[src/ppte_pkg.sv]
// Package for the piecewise polynomial trajectory evaluator.
// Holds payload and command types, codes and the fixed-point helper functions.
// No dependencies.
package ppte_pkg;

    localparam int QDEPTH = 2;

    typedef enum logic [1:0] {
        OP_TICK = 2'd0,
        OP_COEF = 2'd1,
        OP_DUR  = 2'd2,
        OP_NONE = 2'd3
    } t_opcode;

    typedef enum logic [1:0] {
        CFG_TICK_STEP     = 2'd0,
        CFG_LEAD_IN_TIME  = 2'd1,
        CFG_HOVER_HEIGHT  = 2'd2,
        CFG_SEGMENTS_USED = 2'd3
    } t_cfg_index;

    typedef enum logic [1:0] {
        PH_LEAD  = 2'd0,
        PH_TRAJ  = 2'd1,
        PH_HOVER = 2'd2
    } t_phase;

    typedef enum logic [1:0] {
        CMD_TICK,
        CMD_COEF,
        CMD_DUR
    } t_cmd_kind;

    typedef enum logic [3:0] {
        ST_IDLE,
        ST_SRD,
        ST_SACC,
        ST_DEC,
        ST_RD,
        ST_MUL1,
        ST_MUL2,
        ST_ADD,
        ST_FIN,
        ST_EMIT
    } t_state;

    typedef struct packed {
        logic [1:0]         opcode;
        logic [1:0]         axis;
        logic [3:0]         segment;
        logic [3:0]         coef_index;
        logic signed [63:0] load_value;
    } t_in_item;

    typedef struct packed {
        logic signed [47:0] pos_x;
        logic signed [47:0] pos_y;
        logic signed [47:0] pos_z;
        logic signed [47:0] vel_x;
        logic signed [47:0] vel_y;
        logic signed [47:0] vel_z;
        logic signed [47:0] acc_x;
        logic signed [47:0] acc_y;
        logic signed [47:0] acc_z;
        logic [1:0]         phase;
        logic [3:0]         active_segment;
    } t_out_item;

    typedef struct packed {
        t_cmd_kind          kind;
        logic [1:0]         axis;
        logic [3:0]         segment;
        logic [3:0]         coef_index;
        logic signed [63:0] value;
    } t_cmd;

    typedef struct packed {
        logic [24:0]        tick_step;
        logic [35:0]        lead_in_time;
        logic signed [47:0] hover_height;
        logic [4:0]         segments_used;
    } t_cfg;

    localparam logic signed [63:0] S64_MAX = 64'sh7FFF_FFFF_FFFF_FFFF;
    localparam logic signed [63:0] S64_MIN = 64'sh8000_0000_0000_0000;

    function automatic logic [63:0] mag_of(input logic signed [63:0] v);
        return v[63] ? (64'd0 - 64'(v)) : 64'(v);
    endfunction

    function automatic logic signed [63:0] from_sign_mag(input logic neg, input logic [63:0] m);
        if (neg) begin
            return m[63] ? S64_MIN : signed'(64'd0 - m);
        end
        return m[63] ? S64_MAX : signed'(m);
    endfunction

    function automatic logic signed [63:0] sat_add64(input logic signed [63:0] a,
                                                     input logic signed [63:0] b);
        logic signed [64:0] s;
        s = 65'(a) + 65'(b);
        if (s[64] != s[63]) begin
            return s[64] ? S64_MIN : S64_MAX;
        end
        return s[63:0];
    endfunction

    function automatic logic [7:0] weight(input logic [3:0] k, input logic [1:0] order);
        case (order)
            2'd0:    return 8'd1;
            2'd1:    return {4'd0, k};
            default: return (k == 4'd0) ? 8'd0 : 8'(k) * 8'(k - 4'd1);
        endcase
    endfunction

    function automatic logic signed [63:0] mul_small(input logic signed [63:0] c,
                                                     input logic [7:0] k);
        logic [71:0] p;
        logic [63:0] m;
        p = {8'd0, mag_of(c)} * {64'd0, k};
        m = (|p[71:64]) ? 64'hFFFF_FFFF_FFFF_FFFF : p[63:0];
        return from_sign_mag(c[63], m);
    endfunction

    function automatic logic signed [47:0] to_q16_32(input logic signed [63:0] acc);
        logic [64:0] s;
        logic [56:0] q;
        logic [56:0] r;
        s = {1'b0, mag_of(acc)} + 65'd128;
        q = s[64:8];
        if (acc[63]) begin
            if (q > 57'h0_8000_0000_0000) q = 57'h0_8000_0000_0000;
            r = 57'd0 - q;
            return signed'(r[47:0]);
        end
        if (q > 57'h0_7FFF_FFFF_FFFF) q = 57'h0_7FFF_FFFF_FFFF;
        return signed'(q[47:0]);
    endfunction

    function automatic logic signed [47:0] sat48_add(input logic signed [47:0] a,
                                                     input logic signed [47:0] b);
        logic signed [48:0] s;
        s = 49'(a) + 49'(b);
        if (s[48] != s[47]) begin
            return s[48] ? 48'sh8000_0000_0000 : 48'sh7FFF_FFFF_FFFF;
        end
        return s[47:0];
    endfunction

endpackage

[src/ppte_fifo.sv]
// Command queue between the front and back parts of the evaluator.
// Depends on ppte_pkg for the command type and queue depth.
module ppte_fifo (
    input  logic            i_clk,
    input  logic            i_rst_n,
    input  logic            i_push,
    input  ppte_pkg::t_cmd  i_data,
    output logic            o_full,
    output logic            o_valid,
    input  logic            i_pop,
    output ppte_pkg::t_cmd  o_data
);

    localparam int AW = (ppte_pkg::QDEPTH > 1) ? $clog2(ppte_pkg::QDEPTH) : 1;
    localparam int CW = $clog2(ppte_pkg::QDEPTH + 1);

    ppte_pkg::t_cmd r_mem [ppte_pkg::QDEPTH];
    logic [AW-1:0]  r_wp;
    logic [AW-1:0]  r_rp;
    logic [CW-1:0]  r_cnt;
    logic           do_push;
    logic           do_pop;

    assign o_full  = (r_cnt == CW'(ppte_pkg::QDEPTH));
    assign o_valid = (r_cnt != '0);
    assign o_data  = r_mem[r_rp];
    assign do_push = i_push && !o_full;
    assign do_pop  = i_pop && o_valid;

    always_ff @(posedge i_clk) begin
        if (!i_rst_n) begin
            r_wp  <= '0;
            r_rp  <= '0;
            r_cnt <= '0;
        end else begin
            if (do_push) begin
                r_wp <= (r_wp == AW'(ppte_pkg::QDEPTH - 1)) ? '0 : r_wp + 1'b1;
            end
            if (do_pop) begin
                r_rp <= (r_rp == AW'(ppte_pkg::QDEPTH - 1)) ? '0 : r_rp + 1'b1;
            end
            if (do_push && !do_pop) begin
                r_cnt <= r_cnt + 1'b1;
            end else if (do_pop && !do_push) begin
                r_cnt <= r_cnt - 1'b1;
            end
        end
    end

    always_ff @(posedge i_clk) begin
        if (do_push) begin
            r_mem[r_wp] <= i_data;
        end
    end

endmodule

[src/ppte_front.sv]
// Front part: accepts input words, checks and decodes them into commands.
// Depends on ppte_pkg and ppte_fifo.
module ppte_front #(
    parameter int MAX_SEGMENTS = 16,
    parameter int COEFF_COUNT  = 10
) (
    input  logic               i_clk,
    input  logic               i_rst_n,
    input  logic               i_in_valid,
    output logic               o_in_ready,
    input  ppte_pkg::t_in_item i_in_data,
    output logic               o_cmd_valid,
    input  logic               i_cmd_pop,
    output ppte_pkg::t_cmd     o_cmd
);

    logic           full;
    logic           keep;
    logic           seg_ok;
    ppte_pkg::t_cmd cmd;

    assign o_in_ready = !full;
    assign seg_ok     = (32'(i_in_data.segment) < MAX_SEGMENTS);

    always_comb begin
        cmd.axis       = i_in_data.axis;
        cmd.segment    = i_in_data.segment;
        cmd.coef_index = i_in_data.coef_index;
        cmd.value      = i_in_data.load_value;
        cmd.kind       = ppte_pkg::CMD_TICK;
        keep           = 1'b0;
        case (i_in_data.opcode)
            ppte_pkg::OP_TICK: begin
                keep = 1'b1;
            end
            ppte_pkg::OP_COEF: begin
                cmd.kind = ppte_pkg::CMD_COEF;
                keep     = seg_ok && (i_in_data.axis != 2'd3)
                           && (32'(i_in_data.coef_index) < COEFF_COUNT);
            end
            ppte_pkg::OP_DUR: begin
                cmd.kind = ppte_pkg::CMD_DUR;
                keep     = seg_ok;
                if (i_in_data.load_value[63]) begin
                    cmd.value = '0;
                end else if (|i_in_data.load_value[62:36]) begin
                    cmd.value = 64'sh0000_000F_FFFF_FFFF;
                end
            end
            default: begin
                keep = 1'b0;
            end
        endcase
    end

    ppte_fifo u_fifo (
        .i_clk   (i_clk),
        .i_rst_n (i_rst_n),
        .i_push  (i_in_valid && keep),
        .i_data  (cmd),
        .o_full  (full),
        .o_valid (o_cmd_valid),
        .i_pop   (i_cmd_pop),
        .o_data  (o_cmd)
    );

endmodule

[config.mk]
export PLATFORM = sky130hd
export DESIGN_NAME = ppte_front
export DESIGN_NICKNAME = d
export VERILOG_FILES = /design/src/ppte_pkg.sv /design/src/ppte_fifo.sv /design/src/ppte_front.sv
export SDC_FILE = /design/constraint.sdc
export NUM_CORES = 1
export LEC_CHECK = 0
export ABC_CLOCK_PERIOD_IN_PS = 5200
export BUFFER_PORTS_ARGS = -buffer_cell sky130_fd_sc_hd__clkbuf_2
export CORE_UTILIZATION = 53
export DETAILED_ROUTE_END_ITERATION = 7
export HOLD_SLACK_MARGIN = 0.05
export PLACE_DENSITY_LB_ADDON = 0.3
export SETUP_SLACK_MARGIN = 0.02
export SKIP_CTS_REPAIR_TIMING = 1
export SLEW_MARGIN = 20
export SYNTH_ARGS = -nofsm -noshare
export SYNTH_HDL_FRONTEND = slang
export SYNTH_SLANG_ARGS = --single-unit
[constraint.sdc]
create_clock -name i_clk -period 5.2 [get_ports i_clk]
set_input_delay 0 -clock i_clk [delete_from_list [all_inputs] [get_ports i_clk]]
set_output_delay 0 -clock i_clk [all_outputs]
set_load 0.05 [all_outputs]
Yosys cells after proc, flatten, opt, wreduce, memory -nomap -nowiden --
Memory sizes are Yosys's and may differ from the RTL's. A register that Yosys moved wholly into a read port is not among the register bits. Cells that the tools add are included.
Word-level totals: register bits 4, latch bits 0, memory bits (writable) 152, ROM bits 0, input port bits 80, output and inout port bits 78, memories kept 1
Cells by class: add/sub/neg operators 4, $mul 0, divide/modulo/power cells 0, magnitude comparators 1, equality and inequality tests 4, shift-type cells 0, multiplexer cells 13, bitwise gates (word level) 0, reductions and logical operators 14
Memories:
- u_fifo.r_mem | depth 2, width 76, rd ports 1, clocked after Yosys merged registers in 1, write ports 1, line ppte_fifo.sv:17 | ppte_pkg::t_cmd r_mem [ppte_pkg::QDEPTH];
Operator list (count):
- $mux 63 | 2
- $mux 64 | 1
- $reduce_or 27->1 | 1
- $logic_and 1x1->1 | 6
- $mux 1 | 6
- $eq 2x2->1 const B | 2
- $lt 4x4->1 const B | 1
- $mux 2 | 2
- $pmux 2 s2 | 1
- $reduce_bool 2->1 | 2
- $logic_not 1->1 | 3
- $add 1x1->1 const B | 2
- $add 2x1->2 const B | 1
- $eq 2x1->1 const B | 1
- $logic_not 2->1 | 1
- $ne 2x2->1 const B | 1
- $pmux 1 s2 | 1
- $reduce_or 2->1 | 1
- $sub 2x1->2 const B | 1

Logic depth before layout (Yosys ltp) --
Gate-level depths: netlist (run 1).
word-level depth 9, mapped depth 7

Cells and area by module --
Synthesis (run 1) repeated with hierarchy kept, for this count alone.
Unflattened totals: cells, all modules 352, area, all modules 6401.1 sq um
Modules (own cells, without submodules):
- ppte_fifo | instances 1, cells an instance 261, area an instance 5724.2 sq um, seq. area each 4664.5 sq um
- ppte_front | instances 1, cells an instance 91, area an instance 676.9 sq um, seq. area each 0.0 sq um

Worst setup path before layout (run 1) --
OpenSTA, ideal clock, no wires.
path type reg-to-reg, from reg u_fifo.r_cnt[0], to mem u_fifo.r_mem[0][0] in the netlist's numbering (enable), arrival time 4.590 ns, required time 4.680 ns, setup slack 0.090 ns, stages on the path, launching flop included 5, clock period less this slack 5.110 ns, cells stage by stage dfxtp_1 nand2b_1 nand2_1 a21oi_1 nor2b_1
On the way: longest elaborated chain between the ends 5
RTL lines:
- from (decl) | line ppte_fifo.sv:20 | logic [CW-1:0] r_cnt;
- from (signal assigned) | line ppte_fifo.sv:43 | r_cnt <= r_cnt + 1'b1;
- from (signal assigned) | line ppte_fifo.sv:45 | r_cnt <= r_cnt - 1'b1;
- $eq 2x2->1 | line ppte_fifo.sv:24 | assign o_full = (r_cnt == CW'(ppte_pkg::QDEPTH));
- $logic_not 1->1
- net o_in_ready | line ppte_front.sv:10 | output logic o_in_ready,
- $logic_and 1x1->1 | line ppte_fifo.sv:27 | assign do_push = i_push && !o_full;
- net u_fifo.do_push | line ppte_fifo.sv:21 | logic do_push;
- $mux 1 | line ppte_fifo.sv:51 | if (do_push) begin
- $mux 1 (not written as such) | line ppte_fifo.sv:52 | r_mem[r_wp] <= i_data;
- to (decl) | line ppte_fifo.sv:17
The timed path passes the listed nets, and every way through them passes these cells.

Worst setup path in the final report (run 1) --
from reg u_fifo.r_cnt[0], to mem u_fifo.r_mem[0][33] in the netlist's numbering (enable)
On the way: longest elaborated chain between the ends 5
RTL lines (line):
- $eq 2x2->1 | ppte_fifo.sv:24
- $logic_not 1->1 | ppte_fifo.sv:27
- $logic_and 1x1->1 | ppte_fifo.sv:27
- net u_fifo.do_push | ppte_fifo.sv:21
- $mux 1 | ppte_fifo.sv:51
- $mux 1 (not written as such) | ppte_fifo.sv:52
The timed path passes the listed nets, and every way through them passes these cells.

==> results of run 1 <==
## layout by cell type, fill, tap and decap left out, types with 4 or more instances in the layout
| cell type | Yosys | layout |
|---|---|---|
| and2_1 | 31 | 30 |
| clkbuf_1 | 4 | 4 |
| clkbuf_16 | 0 | 17 |
| clkbuf_2 | 0 | 157 |
| clkinv_1 | 0 | 5 |
| dfxtp_1 | 5 | 4 |
| dlygate4sd3_1 | 0 | 78 |
| edfxtp_1 | 152 | 152 |
| mux2_2 | 76 | 76 |
| nand2_1 | 5 | 5 |
| o21a_1 | 36 | 36 |
## per-stage QoR
step	setup slack, ns	instance area, sq um	util (%)	hold slack [ns]
5_1_grt	2.14	8610	74.5	0.0742
2_1_floorplan	0.0900	6360	-	0.0989
4_1_cts	2.27	7830	67.7	-0.245
3_3_place_gp	2.42	7250	62.7	0.192
3_5_place_dp	2.30	7270	62.8	0.197
6_report	2.29	8610	74.5	0.0589
## power by group through the flow
stage | Combinational, mW | Clock [mW] | Sequential [mW]
2_1_floorplan | 1.20 | 0 | 1.62
3_3_place_gp | 1.39 | 0 | 1.71
3_5_place_dp | 1.41 | 0 | 1.71
4_1_cts | 1.41 | 1.21 | 1.69
5_1_grt | 1.51 | 1.26 | 1.71
6_report | 1.46 | 1.19 | 1.69
## cell families after synthesis
family	count (synthesis)	share of synthesized area, %
xor+xnor	3	0.413
flops	157	73.3
fa+ha+maj	1	0.197
simple gates	52	5.65
buf+inv	18	1.69
compound gates	42	5.11
mux	77	13.6
## per-layer routing
metal | global-route usage (%) | vias to the layer above | share of wire, %
met5 | 0 | - | 0
met4 | 9.19 | 0 | 2.0
met3 | 6.37 | 17 | 6.3
met2 | 31.9 | 144 | 52
met1 | 25.3 | 1923 | 40
li1 | - | 1842 | -
## state kept, by name, summed over array words and instances, names as in the netlist, named ones only
| name | cells |
|---|---|
| u_fifo.r_cnt | 2 |
| u_fifo.r_rp | 1 |
| u_fifo.r_mem | 152 |
| u_fifo.r_wp | 1 |
## tightest hold or removal path: stages
cell      delay [ns]
clkbuf_2        0.08
nand2_1         0.11
xnor2_1         0.09
and2_1          0.16
## area by class of cell
cell class                      instances  area (sq um)
Sequential cell                       157          4670
Fill cell                             741          2950
Multi-Input combinational cell        175          1600
Timing Repair Buffer                  238          1600
Clock buffer                           21           440
Tap cell                              143           179
Clock inverter                         11           124
Inverter                                1          3.75
## path summary, 6_finish.rpt
kind | cells after the start | endpoint | start | slack, ns
max | 5 | u_fifo.r_mem[0][33] | u_fifo.r_cnt[0] | 2.29
min | 4 | flop | i_cmd_pop | 0.06
max reg2reg | 5 | u_fifo.r_mem[0][33] | u_fifo.r_cnt[0] | 2.29
min reg2reg | 2 | u_fifo.r_wp | u_fifo.r_wp | 0.52
## cells in the mapped netlist, types with 2 or more instances
master,instances
a21oi_1,2
and2_1,31
buf_1,2
buf_2,7
buf_6,3
clkbuf_1,4
dfxtp_1,5
edfxtp_1,152
mux2_2,76
nand2_1,5
nand2b_1,2
nor2b_1,2
nor4_1,3
nor4_4,2
o21a_1,36
o21ai_0,2
xnor2_1,2
==> results_dict.tcl, run 1 <==
set metrics [dict create \
    overflow 0 \
    path_clk_slew_ns 0.06 \
    critPathLaunchType "flop" \
    critPathCaptureType "flop" \
    drt_iter0_markers 190 \
    synth_largest_area_cell "edfxtp_1" \
    cts.sinks 157 \
    grt_max_degree 77 \
    synth_area_leaders "edfxtp_1 (72%), mux2_2 (13%), o21a_1 (4.2%)" \
    nets 671 \
    drtAntennaViolNets 0 \
    ys.flop_type "edfxtp_1" \
    synth_area_per_cell_sq_um 18.2 \
    path_max_fanout 45 \
    io_pins 158 \
    leakagePower_nw 3.25 \
    final_hold_viol_count 0 \
    arrival_ns 2.96 \
    wl_per_cell_um 17.7 \
    fmax_mhz 343 \
    path_class "reg2reg" \
    routed_via_density 5.26 \
    clockBufferDepth 2 \
    async_flop_share_pct 0 \
    tightest_slew_ns 1.06 \
    hold_class "in2reg" \
    antennaDiodeCount 0 \
    track_usage_pct 20.1 \
    sw_frac_of_total_pct 36.5 \
    place.gp.congestion 0.689 \
    pwr-share-comb_pct 33.6 \
    dpl.hpwl_um 7260 \
    syn_inst 350 \
    dp.cells 636 \
    wirelength_um 13200 \
    grt_pass1_wl_um 18500 \
    synth-seq-cells 157 \
    layout-drive-gt1-share_pct 44.6 \
    p_clk_share_pct 27.5 \
    grt_pass1_vias 3665 \
    instances_no_fill 746 \
    initial_core_util_pct 55.0 \
    synthDistinctLibCells 31 \
    seqPwrFrac_pct 38.9 \
    status "finished with violations" \
    via_count 3926 \
    syn_to_final_growth_pct 35.4 \
    period_needed_ns 2.91 \
    finalMaxSlewViolations 0 \
    die-width_um 112 \
    drtPass1Iterations 7 \
    cp_slowest_stage_delay_ns 0.87 \
    cts_tree "yes" \
    ctsHtreeMaxLevel 4 \
    cpMaxStageDelayCell "nor2b_4" \
    ir_worst_vdd_uv 380 \
    p_per_area_nw_per_um2 503 \
    cap_violations 0 \
    setup_viol 0 \
    syn-cell-area_sq_um 6360 \
    p_switching_mw 1.58 \
    max-slew-margin-rel_pct 29.2 \
    cts_root_buf "clkbuf_16" \
    dieArea_sq_um 12400 \
    finalSetupTns_ns 0 \
    synth_top_area_share_pct 71.8 \
    yosysSeqAreaShare_pct 73.3 \
    cp.required_ns 5.25 \
    path_delay_family "simple AND/OR/NAND/NOR gates" \
    antenna_found_initial 0 \
    row_count 39 \
    path_cells "nand2b_1 > nand2_1 > a21oi_1 > nor2b_4 > buf_4" \
    die_y_um 112 \
    insertion_delay_ns 0.42 \
    synth_edf_count 152 \
    yosysWarnings 0 \
    min_period_over_period_pct 56.0 \
    p_total_mw 4.34 \
    cts_buffers 17 \
    clock_skew_ns 0.00544 \
    crit_buf_inv 1 \
    violations "DRC" \
    io_buffers 157 \
    drc 11 \
    cellInternalPower_mw 2.75 \
    syn-num-nets 431 \
    grt_setup_unrepaired "false" \
    core_sq_um 11600 \
]
Note: power is estimated with default switching activity, not from simulation.
==> run 2: changes to the inputs <==
--- a/config.mk
+++ b/config.mk
@@ -5,7 +5,7 @@
 export SDC_FILE = /design/constraint.sdc
 export NUM_CORES = 1
 export LEC_CHECK = 0
-export ABC_CLOCK_PERIOD_IN_PS = 5200
+export ABC_CLOCK_PERIOD_IN_PS = 2800
 export BUFFER_PORTS_ARGS = -buffer_cell sky130_fd_sc_hd__clkbuf_2
 export CORE_UTILIZATION = 53
 export DETAILED_ROUTE_END_ITERATION = 7
==> constraint.sdc (replaced) <==
create_clock -name i_clk -period 2.8 [get_ports i_clk]
set_input_delay 0 -clock i_clk [delete_from_list [all_inputs] [get_ports i_clk]]
set_output_delay 0 -clock i_clk [all_outputs]
set_load 0.05 [all_outputs]
==> results_dict.tcl, run 2 (same netlist as run 1, synthesis figures left out) <==
set metrics [dict create \
    status "finished with violations" \
    violations "DRC" \
    cp_slowest_stage_delay_ns 0.54 \
    grt_setup_unrepaired "false" \
    dieArea_sq_um 12400 \
    clock_skew_ns 0.0120 \
    antenna_found_initial 0 \
    path_max_fanout 34 \
    fillCellCount 699 \
    path_delay_family "simple AND/OR/NAND/NOR gates" \
    grt_max_degree 44 \
    core_sq_um 11600 \
    finalMaxSlewViolations 0 \
    r2r_slack_ns 0.73 \
    hold_class "in2reg" \
    top_regs "u_fifo.r_mem (152), u_fifo.r_cnt (2)" \
    cap_violations 0 \
    tightest_slew_ns 0.572 \
    place.gp.congestion 0.723 \
    drtAntennaViolNets 0 \
    routed_via_density 5.21 \
    drc 10 \
    hold_ws_ns 0.0501 \
    grt_pass1_wl_um 18900 \
    largest_register "u_fifo.r_mem" \
    path_clk_slew_ns 0.06 \
    setup_ws_ns 0.726 \
    setup_viol 0 \
    syn_to_final_growth_pct 38.0 \
    cts_buffers 17 \
    min_period_over_period_pct 74.1 \
    grt_pass1_vias 3916 \
    crit_buf_inv 1 \
    die_y_um 112 \
    nets 675 \
    instances_no_fill 750 \
    final_cell_mix "clkbuf_2 (157), edfxtp_1 (152), dlygate4sd3_1 (78)" \
    track_usage_pct 20.3 \
    cp.required_ns 2.90 \
    antennaDiodeCount 0 \
    initial_core_util_pct 55.0 \
    p_per_area_nw_per_um2 966 \
    ir_worst_vdd_uv 732 \
    overflow 0 \
    drtPass1Iterations 8 \
    cts_root_buf "clkbuf_16" \
    drt_iter0_markers 282 \
    final_common_cell "clkbuf_2" \
    insertion_delay_ns 0.42 \
    layout-drive-gt1-share_pct 46.0 \
    critPathCaptureType "flop" \
    cpMaxStageDelayCell "and2_4" \
    finalSetupTns_ns 0 \
    critPathLaunchType "flop" \
    row_count 39 \
    dpl.hpwl_um 7480 \
    cts.sinks 157 \
    wirelength_um 13000 \
    max-slew-margin-rel_pct 61.9 \
    io_pins 158 \
    path_class "reg2reg" \
    die-width_um 112 \
    fmax_mhz 482 \
    cts_tree "yes" \
    dp.cells 640 \
    largest_reg_flops 152 \
    leakagePower_nw 3.32 \
    final_hold_viol_count 0 \
    period_needed_ns 2.07 \
    wl_per_cell_um 17.4 \
    ctsHtreeMaxLevel 4 \
    dpl_worst_slack_ns 0.711 \
    arrival_ns 2.18 \
    via_count 3905 \
    io_buffers 157 \
    path_cells "nand2b_2 > nand2_1 > a21oi_1 > and2_4 > buf_12" \
    clockBufferDepth 2 \
]
run 2: routing by layer:
layer	GRT usage (%)	wire length (um)
met4	10.3	403
met5	0	0
met1	24.2	5440
met3	5.12	674
met2	34.3	6500
run 2: worst paths after layout:
check                        to            start  cells past startpoint
min                        flop        i_cmd_pop                      4
max reg2reg  u_fifo.r_mem[1][2]  u_fifo.r_cnt[0]                      5
max          u_fifo.r_mem[1][2]  u_fifo.r_cnt[0]                      5
min reg2reg         u_fifo.r_wp      u_fifo.r_wp                      2
run 2: layout make-up:
| type | instances | area, sq um | area share, % |
|---|---|---|---|
| clock buffer | 18 | 429 | 4.89 |
| clock inverter | 14 | 246 | 2.81 |
| inverter | 1 | 3.75 | 0.0428 |
| multi-input combinational | 175 | 1600 | 18.2 |
| sequential | 157 | 4670 | 53.2 |
| tap | 143 | 179 | 2.04 |
| timing repair buffer | 242 | 1650 | 18.8 |
run 2: metrics by stage:
stage / power (mW) / util, % / cell area (sq um)
2_1_floorplan: 5.22 / - / 6370
3_3_place_gp: 5.79 / 63.2 / 7310
3_5_place_dp: 5.84 / 63.3 / 7320
4_1_cts: 8.46 / 69.2 / 8000
5_1_grt: 8.75 / 75.9 / 8780
6_report: 8.49 / 75.9 / 8780
run 2: report_power, final:
group	internal, mW	total (mW)	switching (mW)
logic	0.866	2.83	1.97
registers	2.89	3.04	0.145
clock network	1.75	2.62	0.868
run 2: worst reg2reg max path: stages (launching register included):
cell,delay [ns]
dfxtp_1,0.39
nand2b_2,0.15
nand2_1,0.06
a21oi_1,0.31
and2_4,0.54
buf_12,0.29
==> run 3: changes to the inputs <==
--- a/config.mk
+++ b/config.mk
@@ -5,7 +5,7 @@
 export SDC_FILE = /design/constraint.sdc
 export NUM_CORES = 1
 export LEC_CHECK = 0
-export ABC_CLOCK_PERIOD_IN_PS = 2800
+export ABC_CLOCK_PERIOD_IN_PS = 2000
 export BUFFER_PORTS_ARGS = -buffer_cell sky130_fd_sc_hd__clkbuf_2
 export CORE_UTILIZATION = 53
 export DETAILED_ROUTE_END_ITERATION = 7
==> constraint.sdc (replaced) <==
create_clock -name i_clk -period 2 [get_ports i_clk]
set_input_delay 0 -clock i_clk [delete_from_list [all_inputs] [get_ports i_clk]]
set_output_delay 0 -clock i_clk [all_outputs]
set_load 0.05 [all_outputs]
==> results_dict.tcl, run 3 (same netlist as run 1, synthesis figures left out) <==
set metrics [dict create \
    final_util_pct 75.5 \
    grt_setup_unrepaired "false" \
    insertion_delay_ns 0.42 \
    path_clk_slew_ns 0.06 \
    hold_ws_ns 0.246 \
    nets 677 \
    critPathCaptureType "flop" \
    hold_path_depth 4 \
    dpl.hpwl_um 7210 \
    wirelength_um 13300 \
    worstHoldStart "i_in_valid" \
    via_count 3950 \
    wl_per_cell_um 17.7 \
    initial_core_util_pct 55.0 \
    core_sq_um 11600 \
    final_hold_viol_count 0 \
    drt_iter0_markers 254 \
    ir_worst_vdd_uv 1140 \
    final_common_cell "clkbuf_2" \
    overflow 0 \
    path_max_fanout 66 \
    hold_class "in2reg" \
    row_count 39 \
    r2r_start "u_fifo.r_cnt[1]" \
    finalMaxSlewViolations 0 \
    violations "DRC" \
    die-width_um 112 \
    largest_register "u_fifo.r_mem" \
    top_regs "u_fifo.r_mem (152), u_fifo.r_cnt (2)" \
    io_buffers 157 \
    tightest_slew_ns 0.435 \
    drc 10 \
    layout-drive-gt1-share_pct 45.5 \
    fmax_mhz 548 \
    largest_reg_flops 152 \
    dieArea_sq_um 12400 \
    syn_to_final_growth_pct 37.2 \
    cts_tree "yes" \
    grt_pass1_vias 3694 \
    r2r_cells 5 \
    clockBufferDepth 2 \
    min_period_over_period_pct 91.2 \
    critPathLaunchType "input port" \
    io_pins 158 \
    p_per_area_nw_per_um2 1300 \
    antennaDiodeCount 0 \
    cts_buffers 17 \
    clock_skew_ns 0.00499 \
    track_usage_pct 19.9 \
    arrival_ns 1.89 \
    cts.sinks 157 \
    antenna_found_initial 0 \
    ctsHtreeMaxLevel 4 \
    crit_start "i_in_data[66]" \
    grt_pass1_wl_um 18400 \
    grt_max_degree 77 \
    max-slew-margin-rel_pct 70.8 \
    routed_via_density 5.25 \
    drtAntennaViolNets 0 \
    period_needed_ns 1.82 \
    cp.required_ns 2.07 \
    final_cell_mix "clkbuf_2 (157), edfxtp_1 (152), dlygate4sd3_1 (80)" \
    die_y_um 112 \
    drtPass1Iterations 8 \
    status "finished with violations" \
    cts_root_buf "clkbuf_16" \
    leakagePower_nw 3.29 \
    place.gp.congestion 0.678 \
    path_class "in2reg" \
    setup_viol 0 \
    p_total_mw 11.4 \
    cap_violations 0 \
]
run 3: cell types whose count changed in the layout (fill, tap and decap cells not counted), moves of 2 or more:
cell	previous run	this run
bufinv_16	7	3
buf_12	2	4
dlygate4sd3_1	78	80
clkinv_1	3	5
clkbuf_1	1	4
clkinvlp_4	2	0
run 3: power by group:
part	switching (mW)	leakage, nW	internal [mW]
sequential	0.103	1.44	4.05
clock	1.16	0.276	1.93
combinational	2.87	1.57	1.25
total	4.14	3.29	7.23
run 3: worst max-delay path, cell delays in order:
cell and delay (ns):
dlygate4sd3_1 0.54, clkbuf_2 0.12, o21ai_0 0.24, nand2_1 0.15
a21oi_4 0.22, nor2b_4 0.20, buf_12 0.31
run 3: layout make-up:
type,instances,area [sq um]
flip-flops and latches,157,4670
fillers,691,2840
repair buffers,244,1690
multi-input cells,175,1620
clock buffers,21,440
well taps,143,179
clock inverters,11,124
inverters,1,3.75
run 3: path summary, 6_finish.rpt:
kind / slack, ns / to
max: 0.18 / u_fifo.r_mem[0][30]
min: 0.25 / u_fifo.r_mem[1][68]
max reg2reg: 0.30 / u_fifo.r_rp
min reg2reg: 0.52 / u_fifo.r_wp
run 3: metrics by stage:
| step | area (sq um) | TNS (ns) | setup slack [ns] | std cells |
|---|---|---|---|---|
| 2_1_floorplan | 6390 | -48.23 | -0.417 | 350 |
| 3_3_place_gp | 7360 | 0 | 0.324 | 640 |
| 3_5_place_dp | 7360 | 0 | 0.291 | 640 |
| 4_1_cts | 7930 | 0 | 0.176 | 672 |
| 5_1_grt | 8730 | 0 | 0.0956 | 752 |
| 6_report | 8730 | 0 | 0.175 | 752 |
run 3: layer usage:
layer  GRT usage (%)  up-vias  part of all wire [%]
met5               0        -                     0
met4            8.56        0                   1.6
met3            8.82       20                   8.0
met2            31.6      157                    50
met1            23.5     1933                    40
li1                -     1840                     -
